<file path="src/pbr_pkg.sv">
// Shared types, widths and helpers for the path bounds rescale core.
package pbr_pkg;

	localparam int VW = 32;          // coordinate width, Q16.16
	localparam int TW = 31;          // tolerance width
	localparam int IN_TW = 72;       // input tdata width
	localparam int OUT_TW = 40;      // output tdata width
	localparam int IDXW = 6;         // point_index width
	localparam int AW_MD = 33;       // multiplicand / divisor width
	localparam int BW_MD = 34;       // multiplier / quotient width

	// Configuration register indexes
	localparam logic [1:0] REG_SOURCE_MIN = 2'd0;
	localparam logic [1:0] REG_SOURCE_MAX = 2'd1;
	localparam logic [1:0] REG_TOLERANCE  = 2'd2;

	// Point flags as stored
	typedef struct packed {
		logic locked;
		logic raw_present;
		logic smoothed_present;
	} pbr_flags_t;

	// Commands from the controller to the datapath
	typedef struct packed {
		logic open;       // take input beats
		logic bound1;     // first bounds stage
		logic bound2;     // second bounds stage, rewind point index
		logic rd;         // read stored point
		logic prep;       // build operands from read data
		logic div_start;  // launch the multiply-divide unit
		logic emit;       // load output register
		logic next;       // advance point index
		logic clear;      // drop path state
	} pbr_cmd_t;

	// Status from the datapath to the controller
	typedef struct packed {
		logic last_beat;  // tlast on a valid input beat
		logic idx_last;   // current point is the final one
		logic bypass;     // current point needs no division
		logic div_busy;   // multiply-divide unit working
		logic out_free;   // output register can take a beat
	} pbr_sts_t;

	// Saturate a 36-bit signed value to the coordinate range
	function automatic logic signed [VW-1:0] sat36(input logic signed [35:0] v);
		logic signed [35:0] vmax;
		logic signed [35:0] vmin;
		vmax = 36'sd2147483647;
		vmin = -36'sd2147483648;
		if (v > vmax) begin
			sat36 = VW'(vmax);
		end else if (v < vmin) begin
			sat36 = VW'(vmin);
		end else begin
			sat36 = VW'(v);
		end
	endfunction

endpackage

</file>
<file path="src/pbr_ctrl.sv">
// Controller state machine: load, bounds, per-point read, prepare, divide unless bypassed, and emit.
module pbr_ctrl (
	input  logic                clk,
	input  logic                arst_n,
	input  pbr_pkg::pbr_sts_t   sts,
	output pbr_pkg::pbr_cmd_t   cmd
);
	import pbr_pkg::*;

	localparam logic [2:0] ST_LOAD = 3'd0;
	localparam logic [2:0] ST_BND1 = 3'd1;
	localparam logic [2:0] ST_BND2 = 3'd2;
	localparam logic [2:0] ST_READ = 3'd3;
	localparam logic [2:0] ST_PREP = 3'd4;
	localparam logic [2:0] ST_DIV  = 3'd5;
	localparam logic [2:0] ST_EMIT = 3'd6;

	logic [2:0] state_q;
	logic [2:0] state_d;

	// Next state and commands
	always_comb begin
		state_d = state_q;
		cmd = '0;
		unique case (state_q)
			ST_LOAD: begin
				cmd.open = 1'b1;
				if (sts.last_beat) begin
					state_d = ST_BND1;
				end
			end
			ST_BND1: begin
				cmd.bound1 = 1'b1;
				state_d = ST_BND2;
			end
			ST_BND2: begin
				cmd.bound2 = 1'b1;
				state_d = ST_READ;
			end
			ST_READ: begin
				cmd.rd = 1'b1;
				state_d = ST_PREP;
			end
			ST_PREP: begin
				cmd.prep = 1'b1;
				if (sts.bypass) begin
					state_d = ST_EMIT;
				end else begin
					cmd.div_start = 1'b1;
					state_d = ST_DIV;
				end
			end
			ST_DIV: begin
				if (!sts.div_busy) begin
					state_d = ST_EMIT;
				end
			end
			ST_EMIT: begin
				if (sts.out_free) begin
					cmd.emit = 1'b1;
					if (sts.idx_last) begin
						cmd.clear = 1'b1;
						state_d = ST_LOAD;
					end else begin
						cmd.next = 1'b1;
						state_d = ST_READ;
					end
				end
			end
			default: begin
				state_d = ST_LOAD;
			end
		endcase
	end

	always_ff @(posedge clk or negedge arst_n) begin
		if (!arst_n) begin
			state_q <= ST_LOAD;
		end else begin
			state_q <= state_d;
		end
	end

	// Checks
	a_last_to_load: assert property (@(posedge clk) disable iff (!arst_n)
		(state_q == ST_EMIT && sts.out_free && sts.idx_last) |=> state_q == ST_LOAD)
		else $error("final point did not return to load");
	a_div_wait: assert property (@(posedge clk) disable iff (!arst_n)
		cmd.div_start |=> (state_q == ST_DIV && sts.div_busy))
		else $error("divider not running after start");
	a_emit_from_emit: assert property (@(posedge clk) disable iff (!arst_n)
		cmd.emit |-> state_q == ST_EMIT)
		else $error("emit outside emit state");

endmodule

</file>
<file path="config.mk">
export PLATFORM = sky130hd
export DESIGN_NAME = pbr_ctrl
export DESIGN_NICKNAME = d
export VERILOG_FILES = /design/src/pbr_pkg.sv /design/src/pbr_ctrl.sv
export SDC_FILE = /design/constraint.sdc
export NUM_CORES = 1
export LEC_CHECK = 0
export BUFFER_PORTS_ARGS = -buffer_cell sky130_fd_sc_hd__buf_2
export CORE_AREA = 2 2 39 41
export DETAILED_ROUTE_END_ITERATION = 6
export DIE_AREA = 0 0 41 43
export GPL_ROUTABILITY_DRIVEN = 0
export MAX_ROUTING_LAYER = met4
export PLACE_DENSITY = 0.42
export SLEW_MARGIN = 20
export SYNTH_ARGS = -nofsm -noshare
export SYNTH_HDL_FRONTEND = slang
export SYNTH_SLANG_ARGS = --single-unit
</file>
<file path="constraint.sdc">
create_clock -name clk -period 2.3 [get_ports clk]
set_clock_uncertainty 0.15 [all_clocks]
set_input_delay 0.69 -clock clk [delete_from_list [all_inputs] [get_ports clk]]
set_output_delay 0.69 -clock clk [all_outputs]
set_load 0.01 [all_outputs]
</file>
# Word-level counts from Yosys, hierarchy flattened
# Index checks and enable logic that the tools add are counted.
dict set report word_totals {
  register_bits 3
  in_bits 7
  output_inout_bits 9
  wordCells 28
}
dict set report classes {
  n_eq_ne 9
  n_mux 16
  n_reduce_logical 2
}
# cell count
set op_table {}
lappend op_table {{$pmux 3 s7} 1}
lappend op_table {{$mux 3} 5}
lappend op_table {{$eq 3x3->1 const B} 3}
lappend op_table {{$mux 1} 7}
lappend op_table {{$eq 3x2->1 const B} 2}
lappend op_table {{$mux 2} 3}
lappend op_table {{$ne 2x2->1 const B} 3}
lappend op_table {{$eq 3x1->1 const B} 1}
lappend op_table {{$logic_not 3->1} 1}
lappend op_table {{$reduce_and 3->1} 1}

# Longest topological paths before layout
dict set report logic_depth {
  ltp_word 3
  depth_mapped 4
  ltp_nobuf 3
}

# Worst setup path after synthesis
# No wires, ideal clock.
dict set report synth_path {
  path_type {register to output}
  start {reg state_q[0]}
  end {out cmd[3] in the netlist's numbering}
  required_ns 1.460
  arrival_time_ns 1.044
  n_path_buf 1
  stages_incl_launch_ff 4
  setup_slack_ns 0.416
  path_cell_list {dfrtp_1 buf_2 nor3b_2 nor2b_1}
}
# element line
set synth_lines {}
lappend synth_lines {{start, declared} pbr_ctrl.sv:18} ;# logic [2:0] state_q;
lappend synth_lines {{start signal, assigned} pbr_ctrl.sv:80} ;# state_q <= state_d;
lappend synth_lines {{end, declared} pbr_ctrl.sv:6} ;# output pbr_pkg::pbr_cmd_t cmd

==> impl_metrics.py <==
metrics = {
    "detailed_routing": {
        "wire_per_inst_um": 10.6,
        "detail_route.vias_per_cell": 4.38,
        "vias": 285,
        "postRouteAntennaNets": 0,
        "first_pass_iters": 1,
        "initialDrtViolationCount": 0,
        "wl_um": 688,
        "drcViolationCount": 0,
    },
    "worst_setup_path": {
        "cp-start-kind": "register",
        "timing.critical_path.cells": "nor2b_4, and3_4, and2_1, buf_2",
        "required_ps": 1460,
        "critPathArrivalTime_ps": 1360,
        "max_stage_delay_ps": 510,
        "worstSetupPathType": "register to primary output",
        "critPathSlowestCell": "sky130_fd_sc_hd__dfrtp_1",
        "worstSetupEndpointType": "primary output",
        "timing.critical_path.fanout_max": 11,
    },
    "hold_path": {
        "min-delay-path-class": "primary input to async pin",
    },
    "place": {
        "place.detailed.instances": 61,
        "place.port_buffers": 15,
    },
    "clocking": {
        "cts_root_buf": "sky130_fd_sc_hd__clkbuf_4",
        "cts-root-to-sink-buffers": 2,
        "clk_pin_slew_ps": 50,
        "cts_setup_buffers": 0,
        "cts-hold-fix-buffers": 0,
        "cts_max_level": 1,
        "cts_made_buffers": 3,
        "worst_skew_pair.late_latency_ps": 250,
        "clock_sink_count": 3,
        "cts_resized": 0,
        "tritoncts": "yes",
    },
    "yosys": {
        "synthesis.nets": 38,
        "syn_avg_cell_area_um2": 9.24,
        "instance_count_of_the_mapped_netlist": 31,
        "yosys.area.top_type": "sky130_fd_sc_hd__dfrtp_1",
        "post_synth_arst_share": 1.00,
        "synth_cell_type_count": 25,
        "yosysMostFrequentCell": "sky130_fd_sc_hd__dfrtp_1",
        "post_synth_instance_area_um2": 287,
        "synth_largest_type_area_fraction": 0.262,
        "ys.warnings.count": 0,
        "post_synth_main_area_contributors": "sky130_fd_sc_hd__dfrtp_1 (26%), sky130_fd_sc_hd__a21o_1 (5.2%), sky130_fd_sc_hd__nor2b_4 (4.8%), sky130_fd_sc_hd__nor2b_1 (4.4%), sky130_fd_sc_hd__nor3b_2 (4.4%)",
        "post_synth_most_frequent_cells": "sky130_fd_sc_hd__dfrtp_1 (3), sky130_fd_sc_hd__a21o_1 (2), sky130_fd_sc_hd__buf_2 (2), sky130_fd_sc_hd__nand2_1 (2), sky130_fd_sc_hd__nor2b_1 (2)",
        "synth.ff_latch_count": 3,
        "synth-main-ff-cell": "sky130_fd_sc_hd__dfrtp_1",
        "synth-edff-count": 0,
        "synth.yosys.seq_area_share": 0.262,
    },
    "timing": {
        "final-max-slew-violation-count": 0,
        "report.final.hold_viol_count": 0,
        "setup_violations": 0,
        "totalNegativeSetupSlack_ps": 0,
        "layout_worst_path_cycle_share": 0.958,
        "min_period_ps": 2200,
        "grt_setup_unrepaired": "no",
        "max_clock_freq_ghz": 0.454,
        "tightest_slew_ps": 395,
        "maxSlewHeadroom": 0.737,
    },
    "finish": {
        "num-fill-cells": 153,
        "largestRegisters": "state_q: 3 flops",
        "syn2layout_area_growth_pct": 41.5,
        "largest_register_ffs": 3,
        "share_of_cells_above_drive_strength_1": 0.531,
        "layout.cells.non_filler": 65,
        "top_register": "state_q",
        "final_net_count": 57,
        "layout.core_utilization": 0.293,
        "antenna_cells_inserted": 0,
    },
    "pwr": {
        "power_leakage_nw": 0.217,
        "power_density_nw_per_um2": 1290,
        "power.ir.vdd_worst_v": 0.000447,
    },
    "floorplan": {
        "coreArea_um2": 1380,
        "ioPinCount": 16,
        "chipHeight_um": 43,
        "die_width_um": 41,
        "die_area_um2": 1760,
        "std_cell_rows": 14,
        "initial_core_utilization": 0.207,
    },
    "global_route": {
        "grt.total_usage": 0.0990,
        "grt_pass1_vias": 252,
        "overall_overflow_remaining_after_global_route": 0,
        "initial_antenna_violation_count": 0,
        "largest_net_degree_at_the_start_of_global_routing": 12,
        "grt_pass1_wl_mm": 1.08,
    },
    "job": {
        "maxCapViolations": 0,
    },
    "run_status": {
        "result_of_the_run": "completed",
    },
}
[final timing paths]
path / start / endpoint / slack, ps / cells after the start
setup / recovery: state_q[0]$_DFFE_PN0P_ / cmd[0] / 100 / 4
min in group clk: state_q[2]$_DFFE_PN0P_ / state_q[2]$_DFFE_PN0P_ / 510 / 1
max in group asynchronous: arst_n / state_q[0]$_DFFE_PN0P_ / 1800 / 1
setup reg to reg: state_q[2]$_DFFE_PN0P_ / state_q[0]$_DFFE_PN0P_ / 710 / 4
hold reg to reg: state_q[2]$_DFFE_PN0P_ / state_q[2]$_DFFE_PN0P_ / 510 / 1
hold / removal: arst_n / state_q[1]$_DFFE_PN0P_ / 80 / 1
[layer usage]
metal	global-route usage	wire (µm)
met5	-	0
met1	0.123	316
met2	0.125	314
met4	0.100	17
met3	0.0157	41
[layout make-up]
class                      instances  area, µm²  area share
tap                               16       20.0      0.0494
clock buffer                       4       26.3      0.0648
timing repair buffer              17       90.1       0.222
multi-input combinational         25        194       0.478
sequential                         3       75.1       0.185
[critical path: cells and delay by family (launching register included)]
| kind | cells | cell delay [ps] |
|---|---|---|
| and+or+nand+nor | 3 | 500 |
| buffers and inverters | 1 | 120 |
| DFF | 1 | 510 |
[placed cells by master, fill, tap and decap left out, types with 2 or more instances in the layout]
cell / count
sky130_fd_sc_hd__buf_4: 2
sky130_fd_sc_hd__buf_2: 15
sky130_fd_sc_hd__dfrtp_1: 3
sky130_fd_sc_hd__clkbuf_4: 3
sky130_fd_sc_hd__nand2_1: 2
sky130_fd_sc_hd__a21o_1: 2
sky130_fd_sc_hd__nor2b_1: 2
[power by group]
part | total, mW | switching [mW] | internal [mW] | leakage [nW]
Combinational | 0.283 | 0.126 | 0.157 | 0.165
Sequential | 0.140 | 0.0608 | 0.0791 | 0.0372
Clock | 0.0997 | 0.0342 | 0.0655 | 0.0150
[metrics by stage]
step	hold slack, ps	power, mW	instance area [µm²]	setup slack [ps]
3_3_place_gp	338	0.434	379	216
6_report	77.0	0.523	405	97.6
2_1_floorplan	244	0.344	287	416
3_5_place_dp	339	0.429	379	211
4_1_cts	76.6	0.531	405	89.1
5_1_grt	78.2	0.573	405	11.5
[logic make-up after synthesis]
kind of cell    count (synthesis)  share of synthesized area
compound gates                  8                      0.183
buf+inv                         3                     0.0611
simple gates                   16                      0.454
flops                           3                      0.262
mux                             1                     0.0393
Power figures use the tool's default switching activity.
